File: config.mk
export PLATFORM = sky130hd
export DESIGN_NAME = farq_ram
export DESIGN_NICKNAME = d
export VERILOG_FILES = /design/src/rtl/fec_arq_receiver_tracker_core_assert.svh /design/src/rtl/farq_ram.sv
export SDC_FILE = /design/constraint.sdc
export NUM_CORES = 1
export LEC_CHECK = 0
export BUFFER_PORTS_ARGS = -buffer_cell sky130_fd_sc_hd__buf_2
export CORE_ASPECT_RATIO = 1.4
export CORE_MARGIN = 8
export CORE_UTILIZATION = 54
export DETAILED_ROUTE_END_ITERATION = 8
export HOLD_SLACK_MARGIN = 0.06
export PLACE_DENSITY = 0.74
export SYNTH_ARGS = -nofsm -noshare
export SYNTH_HDL_FRONTEND = slang
export SYNTH_SLANG_ARGS = --single-unit
File: constraint.sdc
create_clock -name clk -period 1.9 [get_ports clk]
set_input_delay 0.38 -clock clk [delete_from_list [all_inputs] [get_ports clk]]
set_output_delay 0.38 -clock clk [all_outputs]
set_load 0.02 [all_outputs]
File: src/rtl/fec_arq_receiver_tracker_core_assert.svh
// ----------------------------------------------------------------------------
// Assertion macros for the receiver tracker
// Concurrent checks on clk, disabled while rst_n is low.
// ----------------------------------------------------------------------------
`ifndef FEC_ARQ_RECEIVER_TRACKER_CORE_ASSERT_SVH
`define FEC_ARQ_RECEIVER_TRACKER_CORE_ASSERT_SVH
`ifndef SYNTHESIS
`define FARQ_ASSERT_IMP(lbl, ante, cons) \
  lbl: assert property (@(posedge clk) disable iff (!rst_n) (ante) |-> (cons)) \
    else $error("farq: check failed");
`define FARQ_ASSERT_NXT(lbl, ante, cons) \
  lbl: assert property (@(posedge clk) disable iff (!rst_n) (ante) |=> (cons)) \
    else $error("farq: check failed");
`else
`define FARQ_ASSERT_IMP(lbl, ante, cons)
`define FARQ_ASSERT_NXT(lbl, ante, cons)
`endif
`endif

File: src/rtl/farq_ram.sv
// ----------------------------------------------------------------------------
// farq_ram
// Generic single-write, single-read RAM with registered read data.
// ----------------------------------------------------------------------------
module farq_ram #(
  parameter int WIDTH = 8,
  parameter int DEPTH = 16
) (
  input  logic                     clk,
  input  logic                     we,
  input  logic [$clog2(DEPTH)-1:0] waddr,
  input  logic [WIDTH-1:0]         wdata,
  input  logic [$clog2(DEPTH)-1:0] raddr,
  output logic [WIDTH-1:0]         rdata
);

  logic [WIDTH-1:0] mem [DEPTH];

  always_ff @(posedge clk) begin
    if (we) begin
      mem[waddr] <= wdata;
    end
    rdata <= mem[raddr];
  end

endmodule

==> impl_metrics.tcl <==
set metrics [dict create \
    outcome "finished clean" \
    numPortBuffers 25 \
    synth-simple-area-share_pct 3.18 \
    reg2regPathDepth 3 \
    worstSetupStartpointType "register" \
    die_h_um 132 \
    reg2reg_from "mem[6][1]" \
    design_area_um2 6040 \
    crit_slowest_cell "mux4_1" \
    power.total_mw 6.52 \
    floorplan.initialDensity_pct 55.0 \
    dr_total_vias 2463 \
    path_max_fanout 1 \
    die_area_um2 13000 \
    avgViaCountPerCell 6.02 \
    drive_gt1_share_pct 30.8 \
    nets 305 \
    grt_pass1_wl_mm 14.9 \
    cts_buffers 17 \
    yosys-top-cells-area "edfxtp_1 (75%), mux4_2 (7.9%), mux4_1 (7.1%), dfxtp_1 (3.1%), a22oi_1 (2.3%)" \
    muxShareOfSynthArea_pct 15.0 \
    endpoint_kind "register" \
    critPathMaxStageDelay_ns 0.56 \
    postPlaceCellArea_um2 5530 \
    rows 42 \
    cts_root_buf "clkbuf_16" \
    r2r_end "rdata[1]" \
    crit_chain "mux4_1 -> a22oi_1 -> nand2_1" \
    worst_slew_pin_slew_ns 0.397 \
    drtAntennaViolNets 0 \
    grt_pass1_vias 2632 \
    p_leak_nw 2.08 \
    use_met2_pct 26.7 \
    synth_top_family_by_area "multiplexers" \
    fin_crit_sh_pct 71.0 \
    max_clock_freq_mhz 741 \
    instances_no_fill 409 \
    clock_sinks 136 \
    ys_ff_latch 136 \
    antenna_found_initial 0 \
    synth_xor_area_share_pct 0 \
    grt_start_max_net_pins 21 \
    syn_area_um2 5150 \
    met1_usage_pct 18.1 \
    setup_violations 0 \
    pre_cts_ws_ns 0.141 \
    power.switching_mw 1.28 \
    gp_congestion 0.708 \
    internal_power_mw 5.25 \
    yosysSeqAreaShare_pct 77.8 \
    wl_mm 9.63 \
    clk_path_buf_depth 2 \
    cts_tree "done" \
    top_usage_layer "met2" \
    synth_edf_count 128 \
    cts_hold_buf 0 \
    hold_depth 1 \
    clk_latency_ns 0.41 \
    swShare_pct 19.6 \
    fp.coreArea_um2 9350 \
    cts_max_level 4 \
    syn_nets 247 \
    antenna_cells 0 \
    dpl.cell_count 378 \
    die_w_um 98.5 \
    synth_top_cell_by_area "edfxtp_1" \
    worst_ir_drop_vdd_mv 0.666 \
    finalSetupTns_ns 0 \
    maxSlewViolCount 0 \
    synth_top_area_share_pct 74.7 \
    routedWlPerCell_um 23.5 \
    overflow 0 \
    post-route-min-period_ns 1.35 \
    crit_type "register to register" \
    syn_area_per_cell_um2 22.5 \
    area_growth_pct 17.4 \
    min_path_type "input pin to register" \
    setup_ws_ns 0.551 \
    clkTransAtPathRegs_ns 0.05 \
    syn-instance-count 229 \
    synthAdderAreaFrac_pct 0 \
    use_met3_pct 4.33 \
    async_flop_share_pct 0 \
    dr.pass1.iters 6 \
    yosys_warnings 0 \
    drc_errors 0 \
    drt_iter0_drc 184 \
    cap_violations 0 \
    cts_setup_buffers 0 \
    p_comb_share_pct 5.1 \
    seq_power_share_pct 51.7 \
    synth_top_flop_cell "edfxtp_1" \
    hpwl_mm 6.40 \
    hold_viol_final 0 \
    rsz0062_at_grt "false" \
    p_clk_share_pct 43.1 \
    r2r_slack_ns 0.55 \
    crit_required_ns 2.19 \
    worst_ep_arrival_time_ns 1.63 \
    hold_end "mem[11][3]" \
    power_density_nw_per_um2 1080 \
    num_io_pins 26 \
    synth.distinct_cells 19 \
    ctsResizeCount 0 \
    clock_skew_ns 0.00528 \
    synth_compound_area_share_pct 2.33 \
    min_from "wdata[3]" \
    track_usage_pct 15.9 \
    slew-limit-headroom_pct 73.5 \
]
## metrics by stage
stage | util, % | hold slack (ns)
detailed placement | 59.1 | 0.667
global placement | 59.1 | 0.654
finish | 64.6 | 0.363
global route | 64.6 | 0.358
CTS | 64.6 | 0.344
floorplan | - | 0.479
## how the worst max path moves through the flow
stage,startpoint,endpoint,slack (ns),depth (start not counted)
global route,mem[0][3],rdata[3],0.48,3
detailed placement,raddr[0],rdata[0],0.14,5
floorplan,waddr[2],mem[0][0],0.03,2
global placement,raddr[0],rdata[1],0.13,5
finish,mem[6][1],rdata[1],0.55,3
CTS,mem[6][1],rdata[1],0.54,3
## worst max-delay path, delay by kind of cell (launching register included)
| kind | cells | cell delay [ns] |
|---|---|---|
| multiplexers | 1 | 0.56 |
| flip-flops | 1 | 0.38 |
| AO/OA/AOI/OAI | 1 | 0.20 |
| AND/OR/NAND/NOR | 1 | 0.10 |
## registers in the layout, indices dropped and copies added (netlist names)
register  flops
rdata         8
mem         128
## cells by family (layout without fill, tap and decap cells)
logic type             count (synthesis)  after routing
flip-flops                           136            136
AO/OA/AOI/OAI                         16             16
buffers and inverters                 10             80
AND/OR/NAND/NOR                       35             35
multiplexers                          32             32
## cell type report
class | count | area, µm²
sequential | 136 | 4000
fill | 632 | 3310
multi-input combinational | 83 | 1060
clock buffer | 26 | 489
timing repair buffer | 49 | 330
tap | 110 | 138
clock inverter | 5 | 23.8
## power groups by stage
stage | registers (mW) | clock network [mW] | logic (mW)
after global placement | 3.43 | 0 | 0.329
final | 3.37 | 2.81 | 0.335
after detailed placement | 3.44 | 0 | 0.340
after global routing | 3.38 | 2.98 | 0.364
after floorplan | 3.46 | 0 | 0.170
after CTS | 3.38 | 2.86 | 0.341
## synth_stat cells (2+ instances only)
| library cell | count |
|---|---|
| buf_2 | 3 |
| mux4_1 | 14 |
| nor3_1 | 4 |
| dfxtp_1 | 8 |
| buf_6 | 3 |
| nand2b_1 | 2 |
| a22oi_1 | 16 |
| clkdlybuf4s25_2 | 3 |
| nand3b_1 | 2 |
| mux4_2 | 18 |
| edfxtp_1 | 128 |
| nand2_1 | 9 |
| nor2_1 | 13 |
## per-layer routing
metal  vias up  routed length [µm]
li1       1086                   -
met2        83                5140
met1      1279                3910
met5         -                   0
met4         0                 172
met3        15                 403
## cell usage in the layout, fill, tap and decap left out
cell / n
buf_2: 25
nand2b_1: 2
nand3_1: 1
nor2b_1: 1
nand3b_1: 2
and2b_1: 1
a22oi_1: 16
clkbuf_8: 3
mux4_1: 14
nand2_1: 9
clkinv_2: 4
buf_4: 22
or3b_2: 1
clkbuf_16: 17
nor2_1: 13
and2_1: 1
mux4_2: 18
clkinv_1: 1
dfxtp_1: 8
clkbuf_1: 6
edfxtp_1: 128
nor3_1: 4
buf_12: 2
Power figures use the tool's default switching activity.
