<file path="src/rtl/fec_arq_receiver_tracker_core_assert.svh">
// ----------------------------------------------------------------------------
// Assertion macros for the receiver tracker
// Concurrent checks on clk, disabled while rst_n is low.
// ----------------------------------------------------------------------------
`ifndef FEC_ARQ_RECEIVER_TRACKER_CORE_ASSERT_SVH
`define FEC_ARQ_RECEIVER_TRACKER_CORE_ASSERT_SVH
`ifndef SYNTHESIS
`define FARQ_ASSERT_IMP(lbl, ante, cons) \
  lbl: assert property (@(posedge clk) disable iff (!rst_n) (ante) |-> (cons)) \
    else $error("farq: check failed");
`define FARQ_ASSERT_NXT(lbl, ante, cons) \
  lbl: assert property (@(posedge clk) disable iff (!rst_n) (ante) |=> (cons)) \
    else $error("farq: check failed");
`else
`define FARQ_ASSERT_IMP(lbl, ante, cons)
`define FARQ_ASSERT_NXT(lbl, ante, cons)
`endif
`endif

</file>
<file path="src/rtl/farq_pkg.sv">
// ----------------------------------------------------------------------------
// farq_pkg
// Codes, widths, reset values and types shared by the receiver tracker.
// ----------------------------------------------------------------------------
package farq_pkg;

  localparam int TIME_W   = 32;
  localparam int PERIOD_W = 10;
  localparam int OFFS_W   = 14;
  localparam int GAP_W    = 14;
  localparam int LIM_W    = 2;
  localparam int CFG_W    = 14;

  localparam logic [1:0] KIND_RED  = 2'd0;
  localparam logic [1:0] KIND_RES  = 2'd1;
  localparam logic [1:0] KIND_TICK = 2'd2;

  localparam logic [1:0] ACT_FWD_CUR = 2'd0;
  localparam logic [1:0] ACT_FWD_PRV = 2'd1;
  localparam logic [1:0] ACT_FWD_RES = 2'd2;
  localparam logic [1:0] ACT_NACK    = 2'd3;

  localparam logic [1:0] REG_PERIOD = 2'd0;
  localparam logic [1:0] REG_OFFSET = 2'd1;
  localparam logic [1:0] REG_GAP    = 2'd2;
  localparam logic [1:0] REG_LIMIT  = 2'd3;

  localparam logic [PERIOD_W-1:0] PERIOD_RST = 10'd20;
  localparam logic [OFFS_W-1:0]   OFFSET_RST = 14'd35;
  localparam logic [GAP_W-1:0]    GAP_RST    = 14'd25;
  localparam logic [LIM_W-1:0]    LIMIT_RST  = 2'd2;

  typedef struct packed {
    logic [TIME_W-1:0] last_ms;
    logic [1:0]        cnt;
    logic              rcv;
  } entry_t;

  localparam int ENTRY_W = $bits(entry_t);

  typedef enum logic [13:0] {
    S_CLR   = 14'b00000000000001,
    S_IDLE  = 14'b00000000000010,
    S_DIV   = 14'b00000000000100,
    S_ARD   = 14'b00000000001000,
    S_ACHK  = 14'b00000000010000,
    S_P1RD  = 14'b00000000100000,
    S_P1CHK = 14'b00000001000000,
    S_P2RD  = 14'b00000010000000,
    S_P2CHK = 14'b00000100000000,
    S_PKRD  = 14'b00001000000000,
    S_PKCHK = 14'b00010000000000,
    S_PVRD  = 14'b00100000000000,
    S_PVCHK = 14'b01000000000000,
    S_DONE  = 14'b10000000000000
  } state_t;

endpackage

</file>
<file path="src/rtl/farq_div.sv">
// ----------------------------------------------------------------------------
// farq_div
// Restoring divider, one quotient bit per cycle, for the expected frame.
// ----------------------------------------------------------------------------
module farq_div (
  input  logic                           clk,
  input  logic                           rst_n,
  input  logic                           start,
  input  logic [farq_pkg::TIME_W-1:0]    dividend,
  input  logic [farq_pkg::PERIOD_W-1:0]  divisor,
  output logic                           busy,
  output logic                           done,
  output logic [farq_pkg::TIME_W-1:0]    quotient
);
  import farq_pkg::*;

  localparam int STEP_W = $clog2(TIME_W);

  logic [STEP_W-1:0]   step_r;
  logic [PERIOD_W-1:0] rem_r;
  logic [PERIOD_W-1:0] dvs_r;
  logic [TIME_W-1:0]   quo_r;
  logic                busy_r;
  logic                done_r;
  logic [PERIOD_W:0]   shifted;
  logic [PERIOD_W+1:0] trial;

  assign shifted = {rem_r, quo_r[TIME_W-1]};
  assign trial   = {1'b0, shifted} - {2'b00, dvs_r};

  always_ff @(posedge clk) begin
    if (!rst_n) begin
      busy_r <= 1'b0;
      done_r <= 1'b0;
    end else begin
      done_r <= 1'b0;
      if (start) begin
        busy_r <= 1'b1;
        step_r <= '0;
        rem_r  <= '0;
        quo_r  <= dividend;
        dvs_r  <= divisor;
      end else if (busy_r) begin
        if (!trial[PERIOD_W+1]) begin
          rem_r <= trial[PERIOD_W-1:0];
          quo_r <= {quo_r[TIME_W-2:0], 1'b1};
        end else begin
          rem_r <= shifted[PERIOD_W-1:0];
          quo_r <= {quo_r[TIME_W-2:0], 1'b0};
        end
        step_r <= step_r + 1'b1;
        if (step_r == STEP_W'(TIME_W - 1)) begin
          busy_r <= 1'b0;
          done_r <= 1'b1;
        end
      end
    end
  end

  assign busy     = busy_r;
  assign done     = done_r;
  assign quotient = quo_r;

endmodule

</file>
<file path="config.mk">
export PLATFORM = sky130hd
export DESIGN_NAME = farq_div
export DESIGN_NICKNAME = d
export VERILOG_FILES = /design/src/rtl/fec_arq_receiver_tracker_core_assert.svh /design/src/rtl/farq_pkg.sv /design/src/rtl/farq_div.sv
export SDC_FILE = /design/constraint.sdc
export NUM_CORES = 1
export LEC_CHECK = 0
export ABC_AREA = 1
export BUFFER_PORTS_ARGS = -buffer_cell sky130_fd_sc_hd__buf_4
export CAP_MARGIN = 25
export CORE_ASPECT_RATIO = 1.25
export CORE_MARGIN = 1.5
export CORE_UTILIZATION = 53
export CTS_CLUSTER_DIAMETER = 40
export DETAILED_ROUTE_END_ITERATION = 8
export GPL_ROUTABILITY_DRIVEN = 0
export PLACE_DENSITY = 0.81
export SYNTH_ARGS = -nofsm -noshare
export SYNTH_HDL_FRONTEND = slang
export SYNTH_SLANG_ARGS = --single-unit
</file>
<file path="constraint.sdc">
create_clock -name clk -period 2.03 [get_ports clk]
set_input_delay 0 -clock clk [delete_from_list [all_inputs] [get_ports clk]]
set_output_delay 0 -clock clk [all_outputs]
set_load 0.02 [all_outputs]
</file>
==> run summary <==
Logic pwr share: 25.8%
VDD IR max: 0.879 mV
Fin cells: 541
FF-to-FF path depth: 10
Die H: 87.6 microns
Final WL: 9.43 mm
Remaining antenna violation count: 0
Clock Sinks: 59
Largest net degree at the start of global routing: 48
Routed wire per std cell: 17.4 microns
Yosys cell types: 25
Internal: 2.73 mW
Leakage: 2.17 nW
Root Driver: clkbuf_8
DP Wirelength: 4.68 mm
Remaining global-route overflow: 0
FF-to-FF End: rem_r[0]$_SDFFCE_PP0P_
Clock Skews: 9.47 ps
Ordered list of cells on the worst path: ha_1 > nand2_1 > inv_1 > nand2_1 > nor2_1 > nand2_2 > nand3_4 > nand2_1 > nand2_1 > nor2_1
Final Hold Fails: 0
I/O Buffers: 78
R2R Setup Slk: 60 ps
Nets: 530
Status: finished clean
CP most frequent cell: nand2_1
First DRT Iteration DRCs: 304
Later-pin clock latency in the skew report: 340 ps
RSZ-0062 raised after global routing: yes
Syn_area_per_cell: 8.90 sq um
Finished Core Util: 81.3%
HP Start: start
Relative slew slack: 68.4%
Vias in the first global route: 3002
Post-synthesis sequential area ratio: 57.7%
Final Max Tran Viols: 0
Die area: 6190 sq um
Num CTS Buffers: 9
Worst hold slack: 153 ps
All-Layer GR Usage: 30.9%
Ant. Diodes: 0
Slowest stage delay, CP: 420 ps
H-Tree Level Count: 3
Max clock buf depth: 2
Critical Path Fanout Max: 5
Critical Path AT: 2060 ps
Layout cells sized above 1: 24.1%
Net Switching: 1.16 mW
Area growth syn-to-layout: 46.7%
Initial antenna violation count: 0
Post-synthesis register bit count: 59
Clk slew on worst S/H paths: 70 ps
Critical Path Slowest Stage Cell: edfxtp_1
Endpoint, Worst Hold: step_r[4]$_SDFFCE_PP0P_
Worst Path Required: 2120 ps
Part of the cycle the worst path needs: 97.0%
Gate Count Post-Synth: 341
Worst-margin pin slew: 474 ps
Post-Syn Nets: 399
Commonest non-fill, non-tap cells in the layout: nand2_1 (151), buf_4 (83), edfxtp_1 (57), dlygate4sd3_1 (43), inv_1 (37)
Max Freq: 0.508 GHz
Final setup vio count: 0
Vias: 2963
Hold path cells: 2
Initial Utilization: 55.4%
Max Cap Viol: 0
YS warnings: 0
CP startpoint kind: flip-flop
Reg power frac: 40.3%
Hold Path Class: primary input to flip-flop
Final routed DRC violation total: 0
Reg2Reg Launch Point: rem_r[4]$_SDFFCE_PP0P_
Core Footprint: 5480 sq um
Cell Pwr Density: 872 nW/um^2
Crit Path Class: flip-flop to flip-flop
Vias per inst: 5.48
Count of placed standard cells including taps: 478
First-pass GRT wire length: 14.4 mm
Chip width: 70.7 microns
Final min period: 1970 ps
Drt pass-1 iters: 5
Synthesized area: 3040 sq um
Clock power share: 33.8%
Most common cell after layout, fill and taps aside: nand2_1
Switching share of power: 29.8%
CTS tree: yes
# IOs: 79
Rows: 30
CP endpoint kind: flip-flop
area by class of cell:
cell class              instances  area, sq um
flip-flops and latches         59         1750
well taps                      64         80.1
inverters                      38          143
multi-input cells             237         1170
clock buffers                  11          131
fillers                       268         1030
repair buffers                127         1070
clock inverters                 5          103
cells in the mapped netlist:
cell type	n	area share, %
a21oi_1	4	0.66
a21oi_2	1	0.29
and2_4	1	0.29
buf_1	1	0.12
buf_2	1	0.16
buf_4	1	0.25
buf_6	1	0.37
clkbuf_1	5	0.62
clkinv_1	1	0.12
dfxtp_1	2	1.3
edfxtp_1	57	56
fa_1	1	0.66
ha_1	12	4.9
inv_1	37	4.6
nand2_1	155	19
nand2_2	3	0.62
nand3_1	13	2.1
nand3_4	1	0.58
nand4_1	4	0.82
nor2_1	30	3.7
o21a_1	1	0.25
o21ai_0	4	0.66
or2_1	1	0.21
or2_2	1	0.21
xnor2_1	3	0.87
per-layer routing:
metal  share of wire [%]  GRT usage (%)  vias to the layer above
met4                 4.2           18.0                        0
met5                   0              0                        -
met1                  37           34.7                     1387
met2                  52           54.6                      179
li1                    -              -                     1356
met3                 6.8           5.98                       41
through the flow:
step | instance area (sq um) | TNS (ps) | power (mW) | setup slack (ps)
after floorplan | 3040 | 0 | 2.12 | 69.7
after global placement | 3700 | 0 | 2.37 | 77.2
after detailed placement | 3700 | 0 | 2.39 | 6.25
after CTS | 4370 | 0 | 3.73 | 54.3
after global routing | 4450 | -206 | 4.03 | -61.7
final | 4450 | 0 | 3.88 | 60.2
power groups by stage:
stage	clock network (mW)	registers, mW	logic [mW]
after CTS	1.29	1.55	0.891
after global placement	0	1.57	0.798
after floorplan	0	1.64	0.483
after global routing	1.36	1.58	1.09
after detailed placement	0	1.57	0.820
final	1.31	1.57	1.00
critical path: cells and delay by family (launching register included):
kind	cells	cell delay (ps)
DFF	1	420
and+or+nand+nor	8	830
adders and majority gates	1	390
buffers and inverters	1	90
how the worst max path moves through the flow:
| stage | startpoint | endpoint | slack [ps] |
|---|---|---|---|
| finish | rem_r[4]$_SDFFCE_PP0P_ | rem_r[0]$_SDFFCE_PP0P_ | 60 |
| CTS | rem_r[1]$_SDFFCE_PP0P_ | rem_r[8]$_SDFFCE_PP0P_ | 50 |
| global placement | quotient[31]$_DFFE_PP_ | rem_r[4]$_SDFFCE_PP0P_ | 80 |
| detailed placement | quotient[31]$_DFFE_PP_ | rem_r[8]$_SDFFCE_PP0P_ | 6 |
| global route | quotient[31]$_DFFE_PP_ | rem_r[4]$_SDFFCE_PP0P_ | -60 |
| floorplan | busy$_SDFF_PN0_ | quotient[0]$_DFFE_PP_ | 70 |
registers in the layout, indices dropped and copies added, names as in the netlist:
signal,cells
rem_r,10
step_r,5
busy,1
dvs_r,10
quotient,32
done,1
logic make-up after synthesis:
logic type               share of synthesized area [%]
AO/OA/AOI/OAI                                     1.86
XOR/XNOR                                         0.866
adder cells (fa/ha/maj)                           5.61
buffers and inverters                             6.22
flip-flops                                        57.7
AND/OR/NAND/NOR                                   27.7
timing repair:
item	CTS	global route
hold buffers	43	0
gates resized for setup	1	8
pin swaps	0	2
cloned	0	2
setup endpoints to repair	1	11
endpoints found under the hold margin	44	0
buffers inserted	0	2
Note: power is estimated with default switching activity, not from simulation.
